[config.mk]
export PLATFORM = sky130hd
export DESIGN_NAME = pixel_format_convert
export DESIGN_NICKNAME = d
export VERILOG_FILES = /design/src/hdl/pfc_pkg.sv /design/src/hdl/pixel_format_convert.sv /design/src/hdl/pfc_pipe_ctrl.sv
export SDC_FILE = /design/constraint.sdc
export NUM_CORES = 1
export LEC_CHECK = 0
export BUFFER_PORTS_ARGS = -buffer_cell sky130_fd_sc_hd__buf_2
export CAP_MARGIN = 0
export CORE_MARGIN = 2
export CORE_UTILIZATION = 65
export CTS_CLUSTER_DIAMETER = 40
export DETAILED_ROUTE_END_ITERATION = 7
export GPL_TIMING_DRIVEN = 0
export PLACE_DENSITY = 0.94
export SLEW_MARGIN = 40
export SYNTH_ARGS = -nofsm -noshare
export SYNTH_HDL_FRONTEND = slang
export SYNTH_SLANG_ARGS = --single-unit
[constraint.sdc]
create_clock -name clk -period 12.24 [get_ports clk]
set_input_delay 3.06 -clock clk [delete_from_list [all_inputs] [get_ports clk]]
set_output_delay 3.06 -clock clk [all_outputs]
set_load 0.1 [all_outputs]
[src/hdl/pfc_pkg.sv]
// shared types, constants and helpers for the pixel format converter
package pfc_pkg;

  typedef enum logic [1:0] {
    FMT_L    = 2'd0,
    FMT_LA   = 2'd1,
    FMT_RGB  = 2'd2,
    FMT_RGBA = 2'd3
  } fmt_t;

  // configuration register indexes
  localparam int unsigned NUM_REGS  = 2;
  localparam int unsigned REG_IDX_W = (NUM_REGS > 1) ? $clog2(NUM_REGS) : 1;
  localparam logic [REG_IDX_W-1:0] REG_SOURCE = REG_IDX_W'(0);
  localparam logic [REG_IDX_W-1:0] REG_TARGET = REG_IDX_W'(1);

  localparam fmt_t SOURCE_RESET = FMT_RGB;
  localparam fmt_t TARGET_RESET = FMT_RGBA;

  // bt.709 luma weights, q0.16, summing to one
  localparam logic [15:0] LUMA_WR = 16'd13933;
  localparam logic [15:0] LUMA_WG = 16'd46871;
  localparam logic [15:0] LUMA_WB = 16'd4732;

  localparam logic [7:0] FULL_ALPHA = 8'd255;

  localparam int unsigned NUM_STAGES = 4;

  typedef struct packed {
    logic [NUM_STAGES-1:0] load;
    logic [NUM_STAGES-1:0] valid;
  } pipe_ctrl_t;

  // truncating divide by 255, exact for any 16-bit product of two bytes
  function automatic logic [7:0] div255(input logic [15:0] x);
    logic [16:0] t;
    t = {1'b0, x} + 17'd1 + {9'd0, x[15:8]};
    return t[15:8];
  endfunction

endpackage

[src/hdl/pixel_format_convert.sv]
// pixel format converter top level: config registers and four-stage datapath
// Converts one pixel of 8-bit channels per word between L, LA, RGB and RGBA.
// One word is accepted every clock while the output side keeps up. The four
// register stages are: the luma and alpha products, the luma sum and the
// divides by 255 of the colour products, the product of luma and alpha, and
// the final divide and format select into the output register. A stall at
// the output backs up stage by stage, so empty slots keep filling and
// in_ready drops only when all four stages hold a word. Formats are sampled
// per word as it enters, and are meant to be written only while the pipeline
// is empty. When source and target match, same_format_error is raised and
// the pixel goes through unchanged; channels the target does not use read as
// zero.
module pixel_format_convert (
  input  logic       clk,
  input  logic       rst,
  // configuration
  input  logic                          cfg_we,
  input  logic [pfc_pkg::REG_IDX_W-1:0] cfg_index,
  input  logic [1:0]                    cfg_data,
  // input pixel
  input  logic       in_valid,
  output logic       in_ready,
  input  logic [7:0] in_chan0,
  input  logic [7:0] in_chan1,
  input  logic [7:0] in_chan2,
  input  logic [7:0] in_chan3,
  // output pixel
  output logic       out_valid,
  input  logic       out_ready,
  output logic [7:0] out_chan0,
  output logic [7:0] out_chan1,
  output logic [7:0] out_chan2,
  output logic [7:0] out_chan3,
  output logic [2:0] channel_count,
  output logic       same_format_error
);

  // configuration registers
  pfc_pkg::fmt_t source_format;
  pfc_pkg::fmt_t target_format;

  always_ff @(posedge clk) begin
    if (rst) begin
      source_format <= pfc_pkg::SOURCE_RESET;
      target_format <= pfc_pkg::TARGET_RESET;
    end else if (cfg_we) begin
      if (cfg_index == pfc_pkg::REG_SOURCE) begin
        source_format <= pfc_pkg::fmt_t'(cfg_data);
      end
      if (cfg_index == pfc_pkg::REG_TARGET) begin
        target_format <= pfc_pkg::fmt_t'(cfg_data);
      end
    end
  end

  // handshake and stage enables
  pfc_pkg::pipe_ctrl_t ctrl;

  pfc_pipe_ctrl u_ctrl (
    .clk       (clk),
    .rst       (rst),
    .in_valid  (in_valid),
    .out_ready (out_ready),
    .in_ready  (in_ready),
    .ctrl      (ctrl)
  );

  // alpha sits in chan1 for la and in chan3 otherwise
  logic [7:0] in_alpha;
  assign in_alpha = (source_format == pfc_pkg::FMT_LA) ? in_chan1 : in_chan3;

  // stage 1: all first-level products
  pfc_pkg::fmt_t s1_src;
  pfc_pkg::fmt_t s1_dst;
  logic [7:0]    s1_c0;
  logic [7:0]    s1_c1;
  logic [7:0]    s1_c2;
  logic [7:0]    s1_c3;
  logic [7:0]    s1_alpha;
  logic [15:0]   s1_m0;
  logic [15:0]   s1_m1;
  logic [15:0]   s1_m2;
  logic [23:0]   s1_lr;
  logic [23:0]   s1_lg;
  logic [23:0]   s1_lb;

  always_ff @(posedge clk) begin
    if (ctrl.load[0]) begin
      s1_src   <= source_format;
      s1_dst   <= target_format;
      s1_c0    <= in_chan0;
      s1_c1    <= in_chan1;
      s1_c2    <= in_chan2;
      s1_c3    <= in_chan3;
      s1_alpha <= in_alpha;
      s1_m0    <= 16'(in_chan0) * 16'(in_alpha);
      s1_m1    <= 16'(in_chan1) * 16'(in_alpha);
      s1_m2    <= 16'(in_chan2) * 16'(in_alpha);
      s1_lr    <= 24'(in_chan0) * 24'(pfc_pkg::LUMA_WR);
      s1_lg    <= 24'(in_chan1) * 24'(pfc_pkg::LUMA_WG);
      s1_lb    <= 24'(in_chan2) * 24'(pfc_pkg::LUMA_WB);
    end
  end

  // stage 2: luma sum, truncated, and premultiplied colour
  logic [24:0] luma_sum;
  assign luma_sum = 25'(s1_lr) + 25'(s1_lg) + 25'(s1_lb);

  pfc_pkg::fmt_t s2_src;
  pfc_pkg::fmt_t s2_dst;
  logic [7:0]    s2_c0;
  logic [7:0]    s2_c1;
  logic [7:0]    s2_c2;
  logic [7:0]    s2_c3;
  logic [7:0]    s2_alpha;
  logic [7:0]    s2_luma;
  logic [7:0]    s2_p0;
  logic [7:0]    s2_p1;
  logic [7:0]    s2_p2;

  always_ff @(posedge clk) begin
    if (ctrl.load[1]) begin
      s2_src   <= s1_src;
      s2_dst   <= s1_dst;
      s2_c0    <= s1_c0;
      s2_c1    <= s1_c1;
      s2_c2    <= s1_c2;
      s2_c3    <= s1_c3;
      s2_alpha <= s1_alpha;
      s2_luma  <= luma_sum[23:16];
      s2_p0    <= pfc_pkg::div255(s1_m0);
      s2_p1    <= pfc_pkg::div255(s1_m1);
      s2_p2    <= pfc_pkg::div255(s1_m2);
    end
  end

  // stage 3: luma times alpha, needed only for rgba to l
  pfc_pkg::fmt_t s3_src;
  pfc_pkg::fmt_t s3_dst;
  logic [7:0]    s3_c0;
  logic [7:0]    s3_c1;
  logic [7:0]    s3_c2;
  logic [7:0]    s3_c3;
  logic [7:0]    s3_alpha;
  logic [7:0]    s3_luma;
  logic [7:0]    s3_p0;
  logic [7:0]    s3_p1;
  logic [7:0]    s3_p2;
  logic [15:0]   s3_ya;

  always_ff @(posedge clk) begin
    if (ctrl.load[2]) begin
      s3_src   <= s2_src;
      s3_dst   <= s2_dst;
      s3_c0    <= s2_c0;
      s3_c1    <= s2_c1;
      s3_c2    <= s2_c2;
      s3_c3    <= s2_c3;
      s3_alpha <= s2_alpha;
      s3_luma  <= s2_luma;
      s3_p0    <= s2_p0;
      s3_p1    <= s2_p1;
      s3_p2    <= s2_p2;
      s3_ya    <= 16'(s2_luma) * 16'(s2_alpha);
    end
  end

  // stage 4: final divide and per-format channel select
  logic [7:0] ya_div;
  logic [7:0] sel0;
  logic [7:0] sel1;
  logic [7:0] sel2;
  logic [7:0] sel3;
  logic       sel_err;

  assign ya_div = pfc_pkg::div255(s3_ya);

  always_comb begin
    sel0    = '0;
    sel1    = '0;
    sel2    = '0;
    sel3    = '0;
    sel_err = 1'b0;
    if (s3_src == s3_dst) begin
      // pass through, unused channels cleared
      sel_err = 1'b1;
      sel0    = s3_c0;
      if (s3_dst != pfc_pkg::FMT_L) begin
        sel1 = s3_c1;
      end
      if (s3_dst == pfc_pkg::FMT_RGB || s3_dst == pfc_pkg::FMT_RGBA) begin
        sel2 = s3_c2;
      end
      if (s3_dst == pfc_pkg::FMT_RGBA) begin
        sel3 = s3_c3;
      end
    end else begin
      case (s3_src)
        pfc_pkg::FMT_L: begin
          sel0 = s3_c0;
          if (s3_dst == pfc_pkg::FMT_LA) begin
            sel1 = pfc_pkg::FULL_ALPHA;
          end else begin
            sel1 = s3_c0;
            sel2 = s3_c0;
            if (s3_dst == pfc_pkg::FMT_RGBA) begin
              sel3 = pfc_pkg::FULL_ALPHA;
            end
          end
        end
        pfc_pkg::FMT_LA: begin
          if (s3_dst == pfc_pkg::FMT_RGBA) begin
            sel0 = s3_c0;
            sel1 = s3_c0;
            sel2 = s3_c0;
            sel3 = s3_c1;
          end else begin
            // alpha dropped: luma premultiplied
            sel0 = s3_p0;
            if (s3_dst == pfc_pkg::FMT_RGB) begin
              sel1 = s3_p0;
              sel2 = s3_p0;
            end
          end
        end
        pfc_pkg::FMT_RGB: begin
          if (s3_dst == pfc_pkg::FMT_RGBA) begin
            sel0 = s3_c0;
            sel1 = s3_c1;
            sel2 = s3_c2;
            sel3 = pfc_pkg::FULL_ALPHA;
          end else begin
            sel0 = s3_luma;
            if (s3_dst == pfc_pkg::FMT_LA) begin
              sel1 = pfc_pkg::FULL_ALPHA;
            end
          end
        end
        pfc_pkg::FMT_RGBA: begin
          if (s3_dst == pfc_pkg::FMT_L) begin
            sel0 = ya_div;
          end else if (s3_dst == pfc_pkg::FMT_LA) begin
            sel0 = s3_luma;
            sel1 = s3_alpha;
          end else begin
            sel0 = s3_p0;
            sel1 = s3_p1;
            sel2 = s3_p2;
          end
        end
        default: begin
          sel0 = s3_c0;
        end
      endcase
    end
  end

  // output register, held while the consumer stalls
  always_ff @(posedge clk) begin
    if (ctrl.load[3]) begin
      out_chan0         <= sel0;
      out_chan1         <= sel1;
      out_chan2         <= sel2;
      out_chan3         <= sel3;
      channel_count     <= {1'b0, s3_dst} + 3'd1;
      same_format_error <= sel_err;
    end
  end

  assign out_valid = ctrl.valid[pfc_pkg::NUM_STAGES-1];

  // checks

  // input backs up only when every stage is full and the output is stalled
  a_ready_full: assert property (@(posedge clk) disable iff (rst)
    !in_ready |-> (ctrl.valid == '1) && !out_ready)
    else $error("in_ready low with room in the pipeline");

  // nothing comes out straight after reset
  a_reset_empty: assert property (@(posedge clk)
    $past(rst) |-> !out_valid)
    else $error("output valid right after reset");

  // alpha channel only carries data for a four-channel target
  a_chan3_unused: assert property (@(posedge clk) disable iff (rst)
    out_valid && channel_count != 3'd4 |-> out_chan3 == 8'd0)
    else $error("out_chan3 non-zero for a format without it");

  // blue only carries data for rgb or rgba targets
  a_chan2_unused: assert property (@(posedge clk) disable iff (rst)
    out_valid && (channel_count == 3'd1 || channel_count == 3'd2) |-> out_chan2 == 8'd0)
    else $error("out_chan2 non-zero for a grey format");

endmodule

[src/hdl/pfc_pipe_ctrl.sv]
// valid tracking and per-stage load enables for the conversion pipeline
module pfc_pipe_ctrl (
  input  logic                clk,
  input  logic                rst,
  input  logic                in_valid,
  input  logic                out_ready,
  output logic                in_ready,
  output pfc_pkg::pipe_ctrl_t ctrl
);

  logic [pfc_pkg::NUM_STAGES-1:0] valid;
  logic [pfc_pkg::NUM_STAGES-1:0] valid_next;
  logic [pfc_pkg::NUM_STAGES-1:0] ready;

  // a slot may take new data when empty or when its word moves on
  always_comb begin
    ready[pfc_pkg::NUM_STAGES-1] = !valid[pfc_pkg::NUM_STAGES-1] || out_ready;
    for (int i = pfc_pkg::NUM_STAGES - 2; i >= 0; i--) begin
      ready[i] = !valid[i] || ready[i+1];
    end
    valid_next = valid;
    if (ready[0]) begin
      valid_next[0] = in_valid;
    end
    for (int i = 1; i < pfc_pkg::NUM_STAGES; i++) begin
      if (ready[i]) begin
        valid_next[i] = valid[i-1];
      end
    end
  end

  always_ff @(posedge clk) begin
    if (rst) begin
      valid <= '0;
    end else begin
      valid <= valid_next;
    end
  end

  assign in_ready   = ready[0];
  assign ctrl.load  = ready;
  assign ctrl.valid = valid;

endmodule

Word level (Yosys, flattened, before mapping)
Index checks and enable logic that the tools add are counted.
{"block": "word_totals", "regBits": 369, "out_inout_bits": 38, "input_bits": 40}
{"block": "classes", "mux": 31, "addsub": 11, "eq_ne": 8, "n_reduce_logical": 14, "mul": 7, "n_bitwise": 1}
{"op": "$mux 8", "count": 26}
{"op": "$pmux 8 s4", "count": 3}
{"op": "$add 16x1->16 const B", "count": 4}
{"op": "$add 16x8->16", "count": 4}
{"op": "$mul 8x8->16", "count": 4}
{"op": "$add 22x24->24", "count": 1}
{"op": "$add 24x21->24", "count": 1}
{"op": "$mul 8x16->24 const B", "count": 1}
{"op": "$pmux 8 s3", "count": 1}
{"op": "$mul 8x14->22 const B", "count": 1}
{"op": "$mul 8x11->19 const B", "count": 1}
{"op": "$eq 2x2->1 const B", "count": 4}
{"op": "$eq 2x1->1 const B", "count": 3}
{"op": "$logic_or 1x1->1", "count": 5}
{"op": "$logic_not 1->1", "count": 4}
{"op": "$logic_not 2->1", "count": 2}
{"op": "$reduce_and 2->1", "count": 2}
{"op": "$add 2x1->3 const B", "count": 1}
{"op": "$eq 2x2->1", "count": 1}
{"op": "$reduce_bool 2->1", "count": 1}
{"op": "$mux 1", "count": 1}
{"op": "$not 1->1", "count": 1}

Logic depth before layout (Yosys ltp)
{"block": "logic_depth", "depth_word": 5, "mapped_depth": 21, "ltp_nobuf": 19}

Hierarchy
A second synthesis with hierarchy kept.
{"block": "unflattened", "hier_cells": 2466, "hier_area_um2": 28396.0}
{"mod": "pixel_format_convert", "cells_per_inst": 2449, "n_inst": 1, "area_per_inst_um2": 28228.3}
{"mod": "pfc_pipe_ctrl", "cells_per_inst": 17, "n_inst": 1, "area_per_inst_um2": 167.7}

Worst setup path before layout
OpenSTA, ideal clock, no wires.
{"block": "synth_timing", "path_type": "input to output", "from": "input port out_ready", "to": "output port in_ready", "t_required_ns": 9.180, "arrival_ns": 7.171, "setup_slack_ns": 2.009, "cell_stages": 3, "path_cell_list": "nor2b_1 -> and3_1 -> nand2_1"}
{"block": "synth_between", "elab_chain_len": 4}
{"item": "start: declaration", "line_no": "pixel_format_convert.sv:29", "rtl": "input logic out_ready,"}
{"item": "$logic_or 1x1->1", "line_no": "pfc_pipe_ctrl.sv:17", "rtl": "ready[pfc_pkg::NUM_STAGES-1] = !valid[pfc_pkg::NUM_STAGES-1] || out_ready;"}
{"item": "$logic_or 1x1->1 (3 in a row)", "line_no": "pfc_pipe_ctrl.sv:19", "rtl": "ready[i] = !valid[i] || ready[i+1];"}
{"item": "end: declaration", "line_no": "pixel_format_convert.sv:22", "rtl": "output logic in_ready,"}
Every way passes these cells.

Worst setup path in the final report
{"block": "layout_timing", "from": "input port in_chan1[5]", "to": "register s1_m0[15] (data pin)"}
{"block": "layout_between", "elab_chain_len": 2}
{"item": "start: declaration", "line_no": "pixel_format_convert.sv:24", "rtl": "input logic [7:0] in_chan1,"}
{"item": "$mux 8", "line_no": "pixel_format_convert.sv:70", "rtl": "assign in_alpha = (source_format == pfc_pkg::FMT_LA) ? in_chan1 : in_chan3;"}
{"item": "via in_alpha[5]", "line_no": "pixel_format_convert.sv:69", "rtl": "logic [7:0] in_alpha;"}
{"item": "$mul 8x8->16", "line_no": "pixel_format_convert.sv:96", "rtl": "s1_m0 <= 16'(in_chan0) * 16'(in_alpha);"}
{"item": "end signal: assignment", "line_no": "pixel_format_convert.sv:96"}
{"item": "end: declaration", "line_no": "pixel_format_convert.sv:80", "rtl": "logic [15:0] s1_m0;"}
The timed path passes the listed nets, and every way through them passes these cells.
A chain may end at the register's enable or synchronous reset.

==> summary.md <==
| Metric | Value |
|---|---|
| Die W | 213.6 microns |
| Synthesized netlist cell count | between 2000 and 3000 |
| Critical path startpoint category | input pin |
| Relative slew slack | 0.4149 |
| Worst-path maximum fanout | 10 |
| Rows | between 70 and 80 |
| Die height | about 210 microns |
| Post-CTS resize count | 0 |
| Commonest cells in the netlist | inv_1, edfxtp_1, ha_1, fa_1, nor2_1 |
| Routed Antenna Nets | 0 |
| Unique cell type count in the Yosys netlist | 67 |
| Global Route Usage Sum | 0.3269 |
| Post-synthesis xor/xnor area fraction | 0.03802 |
| Largest net degree at the start of global routing | 50 |
| FF-to-FF Start | source_format[0]$_SDFFE_PP0P_ |
| Hold WS | roughly 410 ps |
| Via density per instance | 6.207 |
| RSZ-0062 raised after global routing | no |
| Worst skew pair latency | 600 ps |
| GRT overflow | 0 |
| Inserted Clock Buffers | 50 |
| Final number of setup-violating endpoints | 0 |
| Antenna diodes | 0 |
| Die Footprint | 45640 sq um |
| Clk sink count | 365 |
| Pwr dens | approximately 270 nW/um^2 |
| Critical Path AT | 8890 ps |
| Worst Setup SP | in_chan1[5] |
| Post-synthesis adder-cell area fraction | 0.3276 |
| Share of flip-flops with an asynchronous set or reset | 0 |
| Most common cell in the netlist | inv_1 |
| Core Area | 43270 sq um |
| Crit-path cells | buf_2, clkbuf_1, mux2i_2, inv_1, clkbuf_1, and2_1, fa_1, fa_1, fa_1, inv_1, fa_1, inv_1, ha_1, or3_1, o21ai_0, a21oi_1, a211oi_1, a21oi_1, xnor2_1 |
| Dominant cells by area after synthesis | edfxtp_1, fa_1, ha_1 |
| Vias in the first global route | 21760 |
| Ratio of cells with drive above 1 in the final layout | 0.07297 |
| Critical path's top delay family | adder cells |
| Compound-Gate Fraction of Synth Area | 0.07678 |
| Post-synthesis simple-gate area fraction | 0.1056 |
| Synthesized area | approximately 29000 sq um |
| Max Clk Rate | 116.8 MHz |
| Clock-pin slew on the worst setup and hold paths | 60 ps |
| Fin. max-slew vios | 0 |
| Max_cap viols | 0 |
| I/O Buffers | 76 |
| Predominant post-synthesis flop cell | edfxtp_1 |
| Leakage power | 14.58 nW |
| # Post-CTS Setup Buffers | 0 |
| HPWL after DPL | 52250 microns |
| Placed Instance Area | ~30000 sq um |
| Synth area leader | edfxtp_1 |
| Worst Max-Slew Pin Slew | 855.5 ps |
| Final Skew | 27.48 ps |
| Tmin final | 8560 ps |
| Clk buf depth | 3 |
| Min-delay worst type | register to register |
| Initial DRC Count | 1835 |
| DRC violations left | 0 |
| H-tree level count | 2 |
| Hold_sp | s2_p2[7]$_DFFE_PP_ |
| Cell area after layout | 31600 sq um |
| Layout area overhead | 10.64% |
| Hold_buf cts | 0 |
| Syn Nets | 3151 |
| # IOs | 78 |
| Post-route setup TNS | 0 ps |
| VDD IR max | slightly below 0.0004 V |
| Wire length of the first global-routing pass | 113200 microns |
| Yosys Warn Count | 0 |
| Starting Density | 0.6602 |
| Crit. End Element | register |
| Mux cell area share after synthesis | 0.01472 |
| Total wire length | 71870 microns |
| Antenna violations before repair | 0 |
| Synth Register Bits | about 370 |
| Post-synth EDFFs | around 360 |
| Critical Path RT | 12570 ps |
| Status | completed |
| Seq/Total Area, Yosys | 0.3809 |
| GPL Wtd Cong | 0.9883 |
| Crit path buf inv count | 6 |
| CTS tree | done |
| CP max stage delay | 690 ps |
| Routed len/inst | between 20 and 25 microns |
| Clk root buf | clkbuf_16 |
| Largest family of logic cells by synthesized area | adder cells |
| Final period util | 0.6994 |
| CP dominant cell by count | fa_1 |
| Count of final hold-check violations | 0 |
| Cell with the largest stage delay on the worst path | mux2i_2 |
| Synth top area share | 0.3753 |
| Final nets | 3285 |
| Syn_area_per_cell | 11.38 sq um |
| Pre-antenna DRT Iters | 8 |
| Critical path class | input pin to register |
| Via count | approximately 20000 |
==> layer usage <==
layer  routed length [microns]  global-route usage  vias up  part of all wire
met4                      4852              0.2004        0             0.068
met3                      6085             0.06239      383             0.085
met5                         0                   0        -                 0
met1                     25560              0.3794     9863              0.36
met2                     35380              0.5637     1193              0.49
li1                          -                   -     8863                 -
==> power breakdown <==
group          internal (W)  total [W]  leakage [nW]  switching [W]
clock network      0.000891    0.00150         0.862       0.000609
logic               0.00190    0.00464          9.84        0.00273
registers           0.00199    0.00229          3.88       0.000300
total               0.00479    0.00843          14.6        0.00364
==> final timing paths <==
path | end | slack (ps) | depth (start not counted)
min reg2reg | s3_p2[7]$_DFFE_PP_ | 410 | 0
min | s3_p2[7]$_DFFE_PP_ | 410 | 0
max reg2reg | s1_m0[15]$_DFFE_PP_ | 5160 | 19
max | s1_m0[15]$_DFFE_PP_ | 3680 | 19
==> through the flow <==
| step | std cells | worst slack, ps | total power [W] | util |
|---|---|---|---|---|
| 3_5_place_dp | 3177 | 3304 | 0.006709 | 0.6895 |
| 6_report | 3271 | 3680 | 0.008433 | 0.7305 |
| 2_1_floorplan | 2510 | 2009 | 0.005539 | - |
| 3_3_place_gp | 3171 | 392.3 | 0.006369 | 0.6859 |
| 4_1_cts | 3271 | 3828 | 0.008351 | 0.7300 |
| 5_1_grt | 3271 | 3532 | 0.009006 | 0.7305 |
==> registers in the layout (all words and copies together) (netlist names), 16 cells and up <==
| name | flops |
|---|---|
| s1_lg | 23 |
| s1_lr | 20 |
| s1_lb | 18 |
| s1_m0 | 16 |
| s1_m1 | 16 |
| s1_m2 | 16 |
| s3_ya | 16 |
==> placed cells by master, fill, tap and decap left out, drive strengths merged, types with 11 or more instances in the layout <==
cell type,n
a211oi,13
a21o,22
a21oi,87
a22oi,16
and2,92
and3,17
buf,91
clkbuf,81
clkinv,27
edfxtp,357
fa,245
ha,356
inv,398
mux2i,42
nand2,126
nand2b,29
nand3,30
nand3b,11
nor2,197
nor2b,47
nor3,25
o21a,26
o21ai,73
o22ai,11
or3,14
xnor2,100
xor2,24
==> cells by family after synthesis <==
group,Yosys count
adders and majority gates,601
xor gates and xnor gates,124
DFF,365
and+or+nand+nor,616
muxes,42
buffers and inverters,427
AOI/OAI and AO/OA,335
==> layout make-up <==
cell class                      count  area [sq um]
Multi-Input combinational cell   1718         16130
Fill cell                        2606         11660
Sequential cell                   365         10880
Inverter                          390          1466
Clock buffer                       53          1272
Tap cell                          585         732.0
Timing Repair Buffer               82         500.5
Clock inverter                     41         480.5
Buffer                             37         146.4
No activity file was read; power rests on OpenSTA's default activity.
